==> src/sv/ople_pkg.sv <==
// types and constants shared by the ordered list engine
// no dependencies
package ople_pkg;

   // request codes
   localparam logic [2:0] REQ_APPEND   = 3'd0;
   localparam logic [2:0] REQ_INSERT   = 3'd1;
   localparam logic [2:0] REQ_FIND     = 3'd2;
   localparam logic [2:0] REQ_RM_SHIFT = 3'd3;
   localparam logic [2:0] REQ_RM_SWAP  = 3'd4;

   typedef struct packed {
      logic [2:0]  req_type;
      logic [5:0]  position;
      logic [31:0] value;
   } req_word_type;

   typedef struct packed {
      logic        ok;
      logic [31:0] removed_value;
      logic [5:0]  found_position;
      logic [6:0]  entry_count;
   } rsp_word_type;

   // operation broadcast to every cell, set only when the request will succeed
   // (find is always set, its hit comes back through the chain)
   typedef struct packed {
      logic ins;
      logic find;
      logic rm_shift;
      logic rm_swap;
   } cell_cmd_type;

endpackage

==> src/sv/ople_cell.sv <==
// one list cell: holds one entry and passes the request token to the cell below
// depends on ople_pkg
module ople_cell #(
   parameter int IDX = 0,
   parameter int EW  = 32,
   parameter int IW  = 6,
   parameter int CW  = 7
) (
   input  logic                  clock,
   input  logic                  reset,
   input  ople_pkg::cell_cmd_type cmd,
   input  logic [IW-1:0]         tgt_idx,
   input  logic [IW-1:0]         last_idx,
   input  logic [CW-1:0]         cnt,
   input  logic [EW-1:0]         req_value,
   input  logic [EW-1:0]         below_data,
   input  logic                  act_in,
   input  logic [EW-1:0]         carry_in,
   input  logic [EW-1:0]         removed_in,
   input  logic                  found_in,
   input  logic [IW-1:0]         fidx_in,
   output logic [EW-1:0]         data_out,
   output logic                  act_out,
   output logic [EW-1:0]         carry_out,
   output logic [EW-1:0]         removed_out,
   output logic                  found_out,
   output logic [IW-1:0]         fidx_out
);
   import ople_pkg::*;

   localparam logic [IW-1:0] K_I = IW'(IDX);
   localparam logic [CW-1:0] K_C = CW'(IDX);

   logic [EW-1:0] data_ff, data_in;
   logic          act_ff;
   logic [EW-1:0] carry_ff, carry_in_nx;
   logic [EW-1:0] removed_ff, removed_in_nx;
   logic          found_ff, found_in_nx;
   logic [IW-1:0] fidx_ff, fidx_in_nx;

   always_comb begin
      data_in       = data_ff;
      carry_in_nx   = carry_in;
      removed_in_nx = removed_in;
      found_in_nx   = found_in;
      fidx_in_nx    = fidx_in;
      if (act_in) begin
         if (cmd.ins) begin
            // entries from the target up move one place up
            if (K_I == tgt_idx) begin
               data_in = req_value;
            end else if (K_I > tgt_idx && K_C <= cnt) begin
               data_in = below_data;
            end
         end
         if (cmd.find && K_C < cnt && data_ff == req_value) begin
            found_in_nx = 1'b1;
            fidx_in_nx  = K_I;
         end
         if (cmd.rm_shift && K_I >= tgt_idx && K_C < cnt) begin
            // token walks down carrying the entry from above
            carry_in_nx = data_ff;
            data_in     = carry_in;
            if (K_I == tgt_idx) begin
               removed_in_nx = data_ff;
            end
         end
         if (cmd.rm_swap) begin
            if (K_I == last_idx) begin
               carry_in_nx = data_ff;
            end
            if (K_I == tgt_idx) begin
               removed_in_nx = data_ff;
               data_in       = carry_in;
            end
         end
      end
   end

   always_ff @(posedge clock) begin
      if (reset) begin
         act_ff <= 1'b0;
      end else begin
         act_ff <= act_in;
      end
   end

   always_ff @(posedge clock) begin
      data_ff    <= data_in;
      carry_ff   <= carry_in_nx;
      removed_ff <= removed_in_nx;
      found_ff   <= found_in_nx;
      fidx_ff    <= fidx_in_nx;
   end

   assign data_out    = data_ff;
   assign act_out     = act_ff;
   assign carry_out   = carry_ff;
   assign removed_out = removed_ff;
   assign found_out   = found_ff;
   assign fidx_out    = fidx_ff;

endmodule

==> config.mk <==
export PLATFORM = sky130hd
export DESIGN_NAME = ople_cell
export DESIGN_NICKNAME = d
export VERILOG_FILES = /design/src/sv/ople_pkg.sv /design/src/sv/ople_cell.sv
export SDC_FILE = /design/constraint.sdc
export NUM_CORES = 1
export LEC_CHECK = 0
export BUFFER_PORTS_ARGS = -buffer_cell sky130_fd_sc_hd__buf_2
export CORE_MARGIN = 2
export CORE_UTILIZATION = 39
export DETAILED_ROUTE_END_ITERATION = 10
export PLACE_DENSITY = 0.76
export SYNTH_ARGS = -nofsm -noshare
export SYNTH_HDL_FRONTEND = slang
export SYNTH_SLANG_ARGS = --single-unit
export TNS_END_PERCENT = 30
==> constraint.sdc <==
create_clock -name clock -period 1.85 [get_ports clock]
set_input_delay 0.37 -clock clock [delete_from_list [all_inputs] [get_ports clock]]
set_output_delay 0.37 -clock clock [all_outputs]
set_load 0.02 [all_outputs]
Word level (Yosys, flattened, before mapping):

Index checks and enable logic that the tools add are counted.

* magnitude comparators: 4
* equal/unequal tests: 1
* mux-type cells: 19
* reduce and logical (&&, ||, !) cells: 7

Operators by type and width (count)
* 2-to-1 mux 32 bit: 15
* equality test 32 bit: 1
* zero test 6 bit: 2
* 2-to-1 mux 6 bit: 2
* <= comparator 1 x 7 -> 1 bit, first input constant: 1
* < comparator 1 x 7 -> 1 bit, first input constant: 1
* greater-or-equal comparator 1 x 6 -> 1 bit, first input constant: 1
* > comparator 1 x 6 -> 1 bit, first input constant: 1
* logical AND 1 bit: 5
* 2-to-1 mux 1 bit: 2

* bits in registers: 104
* input bits: 161
* output and inout port bits: 104
* word-level logic and storage cells: 37

Longest topological paths before layout:

Gate-level depths: netlist of run 1.

* depth after elaboration: 8
* depth in mapped cells: 7
* mapped depth without buffers: 5

Worst setup path after synthesis of run 1:

Ideal clock, no wire load.

* path kind: input to register
* start: in tgt_idx[3]
* end: reg removed_ff[10] (netlist: removed_out[10])
* library setup time: 121 ps
* arrival time: 1833 ps
* required time: 1729 ps
* setup slack: -104 ps
* stages on the path: 6
* path buffers: 1
* cells stage by stage: or4_1 nor3_2 o21ai_1 nor2_4 buf_6 mux2_2

* cells in the longest elaborated chain, start to end: 7
* elaborated cells on any way between the ends: 9
* those cells by class: 1 x order compare; 5 x mux; 3 x reduce/logical

RTL lines
* start: declaration: RTL line ople_cell.sv:12 `input logic [IW-1:0] tgt_idx,`
* greater-or-equal comparator 1 x 6 -> 1 bit: RTL line ople_cell.sv:60 `if (cmd.rm_shift && K_I >= tgt_idx && K_C < cnt) begin`
* logical AND 1 bit (2 in series): RTL line ople_cell.sv:60
* 2-to-1 mux 32 bit: RTL line ople_cell.sv:60
* 2-to-1 mux 32 bit: RTL line ople_cell.sv:72 `if (K_I == tgt_idx) begin`
* 2-to-1 mux 32 bit (*): RTL line ople_cell.sv:68 `if (cmd.rm_swap) begin`
* 2-to-1 mux 32 bit (*): RTL line ople_cell.sv:47 `if (act_in) begin`
* named net removed_in_nx[10]: RTL line ople_cell.sv:37 `logic [EW-1:0] removed_ff, removed_in_nx;`
* end signal: assignment: RTL line ople_cell.sv:91 `removed_ff <= removed_in_nx;`
* end: declaration: RTL line ople_cell.sv:37

Mark *: on every way through the listed nets, which the timed path passes. The rest lies on a longest branch.
A chain may end at the register's enable or synchronous reset.

Worst setup path in the final report of run 1:

* start: in tgt_idx[3]
* end: reg removed_ff[24] (netlist: removed_out[24])

Same word-level chain as after synthesis.

==> impl_metrics.ini, run 1 <==
[layout]
multi_input_area_sq_um = 2010
nets = 774
syn2layout_area_growth_pct = 43.5
nFillCells = 953
seq_area_sq_um = 2400
drive_gt1_share_pct = 57.9

[worst_setup_path]
start_kind = input pin
critPathMaxStageDelay_ns = 0.54
cp-end-kind = flip-flop
rr_worst_depth = 7
crit_type = input pin to flip-flop
rrSetupSlack_ns = 0.07
cp.required_ns = 2.08
cp.arrival_ns = 2.05
reg2reg_to = fidx_out[4]$_DFF_P_
crit_chain = buf_2 -> or4_4 -> nor3_4 -> o21ai_4 -> nor2_4 -> buf_12 -> mux2_2
crit_path_max_fanout = 18
crit_start = tgt_idx[3]
critPathSlowestCell = or4_4
path_buf_inv = 2
worst_r2r_startpoint = data_out[17]$_DFFE_PP_
path_delay_family = simple AND/OR/NAND/NOR gates

[die]
io_pins = 265
core_sq_um = 11300
die_area_sq_um = 12300
die_h_microns = 111
placementRows = 39
die_x_microns = 111
initial_utilization_pct = 39.6

[route]
wl_microns = 12200
viasPerCell = 4.81
ant_nets = 0
wire_per_inst_microns = 16.0
vias = 3668
drt-initial-drc-count = 152
drc = 0
dr.pass1.iters = 4

[synth]
syn_inst = 350
syn_area_per_cell_sq_um = 12.8
synth_edf_count = 32
async_reset_ff_share_pct = 0
synth_area_sq_um = 4470
synth-adder-area-share_pct = 0
syn-num-nets = 511
synth-simple-area-share_pct = 7.43
synth.area.mux_share_pct = 25.8
synth_xor_area_share_pct = 5.69
synth_seq_cells = 104
synth_top_family_by_area = multiplexers
ys.flop_type = dfxtp_1
synthDistinctLibCells = 31
yosysSeqAreaShare_pct = 53.8
yosysWarnings = 0
synth_compound_area_share_pct = 4.54

[clocking]
htree_levels = 3
cts_buffer_depth = 2
cts_made_buffers = 9
insertion_delay_ns = 0.34
cts_tree = yes
cts-root-buf = clkbuf_16
clock_sinks = 104
clk_pin_slew_ns = 0.07

[global_route]
grt_max_degree = 26
grt_pass1_wl_microns = 18400
overflow = 0
antenna_found_initial = 1
track_usage_pct = 19.0
grt_pass1_vias = 3677

[pwr]
power_density_nw_per_um2 = 804
fin_total_pwr_w = 0.00515
p_leak_nw = 3.25
ir_drop_uv = 444

[timing]
relSlewSlack_pct = 77.3
hold_violations = 0
maxSlewViolCount = 0
grt_setup_unrepaired = true
skew_ns = 0.00399
finalSetupViolations = 0
fin_crit_sh_pct = 98.5
finalSetupTns_ns = 0
worst_pin_slew_ns = 0.337
fmax_ghz = 0.549
min_period_ns = 1.82

[hold_path]
holdPathStages = 2
holdPathEnd = act_out$_SDFF_PP0_
worstHoldPathType = input pin to flip-flop
min-delay-start = reset

[placement]
io_buffer_count = 232
place.gp.congestion = 0.780
dp_hpwl_microns = 9500

[job]
cap_viol_max_count = 0

[outcome]
status = completed
## placed cells by master (no fill, tap or decap), types with 8 or more instances in the layout
cell	count
a21oi_1	32
mux2i_1	32
mux2_4	33
buf_4	28
clkbuf_16	10
buf_12	8
xor2_1	26
buf_2	232
edfxtp_1	32
dfxtp_1	72
mux2_2	31
nor2_1	34
## report_power, final
part	switching (W)	internal, W	leakage [nW]
sequential	0.0000677	0.00249	0.920
combinational	0.000419	0.000378	2.19
clock	0.000810	0.000985	0.139
## routing by layer
| layer | vias up | wire (microns) | global-route usage, % |
|---|---|---|---|
| met1 | 1736 | 4870 | 21.8 |
| met4 | 0 | 174 | 4.75 |
| met3 | 13 | 804 | 5.69 |
| met2 | 146 | 6310 | 34.4 |
| met5 | - | 0 | 0 |
| li1 | 1773 | - | - |
## cells in the mapped netlist, types with 2 or more instances
master | number | area, sq um
a21oi_1 | 32 | 160
nor2_1 | 34 | 128
xnor2_1 | 2 | 17.5
buf_1 | 3 | 11.3
buf_2 | 7 | 35.0
dfxtp_1 | 72 | 1440
nand3_1 | 2 | 10.0
nand2b_1 | 3 | 18.8
buf_6 | 6 | 67.6
nor4_1 | 8 | 50.1
edfxtp_1 | 32 | 961
nor3_1 | 2 | 10.0
mux2_2 | 34 | 383
mux2_4 | 30 | 450
inv_1 | 2 | 7.51
nand2_1 | 3 | 11.3
mux2i_1 | 32 | 320
nor2b_1 | 7 | 43.8
xor2_1 | 27 | 236
## timing repair
| action | 4_1_cts | 5_1_grt |
|---|---|---|
| gates resized for setup | 0 | 6 |
| buffers inserted | 0 | 4 |
| hold buffers | 0 | 0 |
| endpoints found under the setup margin | 0 | 19 |
## registers in the layout, indices dropped and copies added, names as in the netlist
register,cells
removed_out,32
data_out,32
fidx_out,6
carry_out,32
found_out,1
act_out,1
## how the worst max path moves through the flow
stage	slack (ns)	to	depth (start not counted)
after global placement	-0.29	removed_out[15]$_DFF_P_	7
after global routing	-0.03	removed_out[24]$_DFF_P_	7
after detailed placement	-0.34	removed_out[24]$_DFF_P_	7
after CTS	0.02	removed_out[24]$_DFF_P_	7
final	0.03	removed_out[24]$_DFF_P_	7
after floorplan	-0.07	data_out[28]$_DFFE_PP_	6
## per-stage QoR
step	instance area [sq um]	util, %	setup slack, ns	cells	hold slack, ns
after floorplan	4490	-	-0.0698	350	0.437
after global placement	6060	53.8	-0.289	741	0.526
after detailed placement	6060	53.8	-0.342	741	0.532
after CTS	6340	56.2	0.0154	757	0.168
after global routing	6410	56.8	-0.0345	762	0.162
final	6410	56.8	0.0271	762	0.175
## area by class of cell
cell class / instances / share of cell area [%]
multi-input cells: 228 / 31.3
repair buffers: 268 / 23.9
inverters: 2 / 0.117
clock buffers: 12 / 4.02
well taps: 143 / 2.79
flip-flops and latches: 104 / 37.5
diodes: 1 / 0.0391
clock inverters: 4 / 0.293
## cell families after synthesis
| group | after synthesis |
|---|---|
| AND/OR/NAND/NOR | 66 |
| buffers and inverters | 18 |
| flip-flops | 104 |
| XOR/XNOR | 29 |
| AO/OA/AOI/OAI | 37 |
| multiplexers | 96 |
Note: power is estimated with default switching activity, not from simulation.
==> run 2, diff against run 1 <==
PLACE_DENSITY = unset   (was 0.76)
PLACE_DENSITY_LB_ADDON = 0.15   (was unset)
==> impl_metrics.ini, run 2 (synthesis gave the netlist of run 1 again) <==
[route]
drt-met1-wl_microns = 4960
drt-initial-drc-count = 160
wire_per_inst_microns = 15.6
wl_microns = 11800
ant_nets = 0
wl_met3_microns = 842
vias = 3567
routed-wl-met2_microns = 5830
top_layer = met4
viasPerCell = 4.72
drc = 0
dr.pass1.iters = 5

[clocking]
cts_hold_buf = 0
cts_made_buffers = 9
clock_sinks = 104
htree_levels = 3
insertion_delay_ns = 0.35
cts_tree = yes
cts_buffer_depth = 2
cts-root-buf = clkbuf_16
clk_pin_slew_ns = 0.07

[layout]
final_cell_mix = buf_2 (231), dfxtp_1 (72), mux2_4 (59)
mostFrequentLayoutCell = buf_2
antenna-diode-count = 0
fin_cells = 756
final_area_sq_um = 6540
nets = 769
post-route-util_pct = 58.0
syn2layout_area_growth_pct = 46.5
drive_gt1_share_pct = 58.1

[timing]
finalSetupViolations = 18
maxSlewViolCount = 0
fin_ws_ns = -0.0526
fin_crit_sh_pct = 103
holdWs_ns = 0.166
relSlewSlack_pct = 75.1
hold_violations = 0
skew_ns = 0.00633
grt_setup_unrepaired = true
min_period_ns = 1.90
fmax_ghz = 0.526
worst_pin_slew_ns = 0.370

[placement]
placed_area_sq_um = 5990
io_buffer_count = 232
place.gp.congestion = 0.722
dp_hpwl_microns = 8810
dpl.cell_count = 735

[global_route]
grt_pass1_vias = 3660
track_usage_pct = 18.3
grt_max_degree = 33
antenna_found_initial = 0
overflow = 0
grt_pass1_wl_microns = 17800

[hold_path]
worstHoldPathType = input pin to flip-flop
holdPathEnd = act_out$_SDFF_PP0_
min-delay-start = reset
holdPathStages = 2

[worst_setup_path]
crit_path_max_fanout = 17
reg2reg_to = found_out$_DFF_P_
worst_r2r_startpoint = data_out[17]$_DFFE_PP_
cp.arrival_ns = 2.14
rrSetupSlack_ns = -0.01
crit_start = tgt_idx[0]
cp.required_ns = 2.09
start_kind = input pin
crit_type = input pin to flip-flop
rr_worst_depth = 7
cp-end-kind = flip-flop

[outcome]
violations = setup timing
status = complete, but fails checks

[pwr]
p_leak_nw = 3.34
power_density_nw_per_um2 = 812
ir_drop_uv = 527

[die]
io_pins = 265
initial_utilization_pct = 39.6
core_sq_um = 11300
die_area_sq_um = 12300
placementRows = 39
die_h_microns = 111
die_x_microns = 111

[job]
cap_viol_max_count = 0
-- run 2: stage by stage --
stage | total power, W | worst slack, ns | TNS (ns)
2_1_floorplan | 0.00299 | -0.0698 | -4.57
3_3_place_gp | 0.00335 | -0.319 | -27.96
3_5_place_dp | 0.00337 | -0.365 | -31.55
4_1_cts | 0.00533 | -0.0411 | -0.208
5_1_grt | 0.00552 | -0.126 | -4.34
6_report | 0.00531 | -0.0526 | -0.194
-- run 2: where the power goes --
group / total, W / switching, W / internal, W / leakage (nW)
clock network: 0.00196 / 0.000834 / 0.00112 / 0.150
logic: 0.000794 / 0.000408 / 0.000386 / 2.27
registers: 0.00256 / 0.0000697 / 0.00249 / 0.920
total: 0.00531 / 0.00131 / 0.00400 / 3.34
-- run 2: cell type report --
cell class                 count  area (sq um)
sequential                   104          2400
clock buffer                  13           260
fill                         978          4730
inverter                       2          7.51
timing repair buffer         263          1520
tap                          143           179
multi-input combinational    228          2130
clock inverter                 3          40.0
-- run 2: worst max-delay path, stage by stage --
cell	delay, ns
buf_6	0.09
or4_4	0.54
nor3_4	0.27
o21ai_4	0.12
nor2_4	0.16
buf_12	0.20
mux2_2	0.35
-- run 2: worst max path at each step --
stage	endpoint	slack, ns	depth (start not counted)
final	removed_out[17]$_DFF_P_	-0.05	7
after global routing	removed_out[17]$_DFF_P_	-0.13	7
after CTS	found_out$_DFF_P_	-0.04	7
after detailed placement	carry_out[31]$_DFF_P_	-0.36	7
after global placement	data_out[0]$_DFFE_PP_	-0.32	8
after floorplan	data_out[28]$_DFFE_PP_	-0.07	6
-- run 2: repair_timing --
action                                  in CTS  in global routing
endpoints found under the setup margin       7                 49
gates cloned                                 0                  2
setup buffers                                2                  1
pin swaps                                    1                 13
gates resized for setup                      2                 40
-- run 2: metal layers --
metal / vias to the layer above / GRT usage (%)
li1: 1762 / -
met1: 1651 / 21.8
met2: 140 / 31.2
met3: 14 / 5.25
met4: 0 / 6.83
met5: - / 0
==> run 3, diff against run 2 <==
ABC_AREA = 1   (was unset)
CORE_UTILIZATION = 40   (was 39)
==> impl_metrics.ini, run 3 <==
[timing]
skew_ns = 0.00542
holdWs_ns = 0.161
fin_crit_sh_pct = 86.4
finalSetupTns_ns = 0
fmax_ghz = 0.626
maxSlewViolCount = 0
finalSetupViolations = 0
hold_violations = 0
min_period_ns = 1.60
worst_pin_slew_ns = 0.628
relSlewSlack_pct = 58.0
grt_setup_unrepaired = false

[clocking]
cts_hold_buf = 0
cts-root-buf = clkbuf_16
htree_levels = 3
cts_tree = yes
clk_pin_slew_ns = 0.07
insertion_delay_ns = 0.35
cts_buffer_depth = 2
cts_resized = 0
clock_sinks = 104
cts_setup_buffers = 0
cts_made_buffers = 9

[placement]
io_buffer_count = 232
dp_hpwl_microns = 10800
place.gp.congestion = 0.793

[route]
ant_nets = 0
drt-initial-drc-count = 253
wl_microns = 14400
wire_per_inst_microns = 14.2
drc = 0
viasPerCell = 4.75
dr.pass1.iters = 4
vias = 4821

[worst_setup_path]
critPathSlowestCell = edfxtp_1
cp-end-kind = flip-flop
crit_top_cell = nor2_1
cp.arrival_ns = 1.85
crit_chain = nand2_1 -> nand2_1 -> nor2_1 -> nand2_1 -> nor2_1 -> nand3_1 -> nor2_1 -> buf_4 -> nor2_1
crit_path_max_fanout = 6
cp.required_ns = 2.10
critPathMaxStageDelay_ns = 0.46
start_kind = flip-flop
crit_type = flip-flop to flip-flop

[synth]
yosys-top-cells-area = dfxtp_1 (30%), nand2_1 (20%), edfxtp_1 (20%)
yosysWarnings = 0
synthDistinctLibCells = 25
synth_top_family_by_area = simple AND/OR/NAND/NOR gates
async_reset_ff_share_pct = 0
synth_compound_area_share_pct = 8.95
ys.flop_type = dfxtp_1
ys_top_cells_by_count = nand2_1 (259), inv_1 (76), dfxtp_1 (72)
synth_top_area_share_pct = 30.1
synth_seq_cells = 104
synth_edf_count = 32
yosysSeqAreaShare_pct = 50.2
syn-num-nets = 796
synth_xor_area_share_pct = 1.10
synth_most_common_cell = nand2_1
yosysTopAreaCell = dfxtp_1
synth-simple-area-share_pct = 29.9
syn_area_per_cell_sq_um = 7.53
syn_inst = 635
synth.area.mux_share_pct = 0
synth_area_sq_um = 4780
synth-adder-area-share_pct = 0

[global_route]
overflow = 0
grt_pass1_wl_microns = 22800
track_usage_pct = 22.7
antenna_found_initial = 0
grt_pass1_vias = 4697
grt_max_degree = 43

[layout]
syn2layout_area_growth_pct = 34.3
nFillCells = 1130
drive_gt1_share_pct = 31.1
seq_area_sq_um = 2400
multi_input_area_sq_um = 1910
post-route-util_pct = 55.5
antenna-diode-count = 0
nets = 1028
mostFrequentLayoutCell = nand2_1
final_cell_mix = nand2_1 (259), buf_2 (232), inv_1 (76)

[die]
io_pins = 265
initial_utilization_pct = 41.4
placementRows = 39
core_sq_um = 11600
die_h_microns = 113
die_area_sq_um = 12800
die_x_microns = 113

[pwr]
ir_drop_uv = 672
fin_total_pwr_w = 0.00525
seqPwrFrac_pct = 48.9
internal_power_w = 0.00385
p_switching_w = 0.00141
p_leak_nw = 3.56
sw_frac_of_total_pct = 26.8
combPwrFrac_pct = 15.4
power_density_nw_per_um2 = 818
clockPowerShare_pct = 35.7

[outcome]
status = completed

[job]
cap_viol_max_count = 0

[hold_path]
worstHoldPathType = input pin to flip-flop
-- run 3: logic make-up (layout without fill, tap and decap cells) --
logic type | Yosys count | after routing
DFF | 104 | 104
AOI/OAI and AO/OA | 70 | 70
and+or+nand+nor | 350 | 350
xor gates and xnor gates | 6 | 6
buffers and inverters | 105 | 342
-- run 3: metrics by stage --
step | setup WS [ns] | area, sq um | instances
5_1_grt | 0.00381 | 6420 | 1015
2_1_floorplan | 0.273 | 4780 | 635
6_report | 0.251 | 6420 | 1015
4_1_cts | 0.201 | 6420 | 1015
3_3_place_gp | 0.0368 | 6130 | 999
3_5_place_dp | 0.00189 | 6130 | 999
-- run 3: area by class of cell --
cell class / count / share of cell area (%)
clock buffers: 13 / 4.23
multi-input cells: 426 / 29.7
well taps: 143 / 2.79
flip-flops and latches: 104 / 37.4
repair buffers: 249 / 21.0
clock inverters: 3 / 0.331
inverters: 77 / 4.50
-- run 3: layer usage --
metal | vias to the layer above | routed length, microns | GRT usage (%)
li1 | 2457 | - | -
met1 | 2154 | 5930 | 27.2
met2 | 186 | 7050 | 38.8
met3 | 24 | 1080 | 6.32
met4 | 0 | 318 | 8.70
met5 | - | 0 | 0
-- run 3: worst paths after layout --
kind	cells after the start	slack [ns]	from	end
max	9	0.25	data_out[11]$_DFFE_PP_	fidx_out[2]$_DFF_P_
min	2	0.16	reset	act_out$_SDFF_PP0_
max reg2reg	9	0.25	data_out[11]$_DFFE_PP_	fidx_out[2]$_DFF_P_
min reg2reg	2	0.57	data_out[6]$_DFFE_PP_	carry_out[6]$_DFF_P_
-- run 3: worst max-delay path, delay by kind of cell (launching register included) --
kind	cells	cell delay, ns
buf+inv	1	0.17
flops	1	0.46
simple gates	8	0.87
-- run 3: power groups by stage --
| stage | Sequential [W] | Combinational [W] | Clock (W) |
|---|---|---|---|
| after floorplan | 0.00278 | 0.000261 | 0 |
| after global placement | 0.00261 | 0.000798 | 0 |
| after detailed placement | 0.00262 | 0.000812 | 0 |
| after CTS | 0.00257 | 0.000816 | 0.00192 |
| after global routing | 0.00258 | 0.000899 | 0.00202 |
| final | 0.00257 | 0.000808 | 0.00188 |
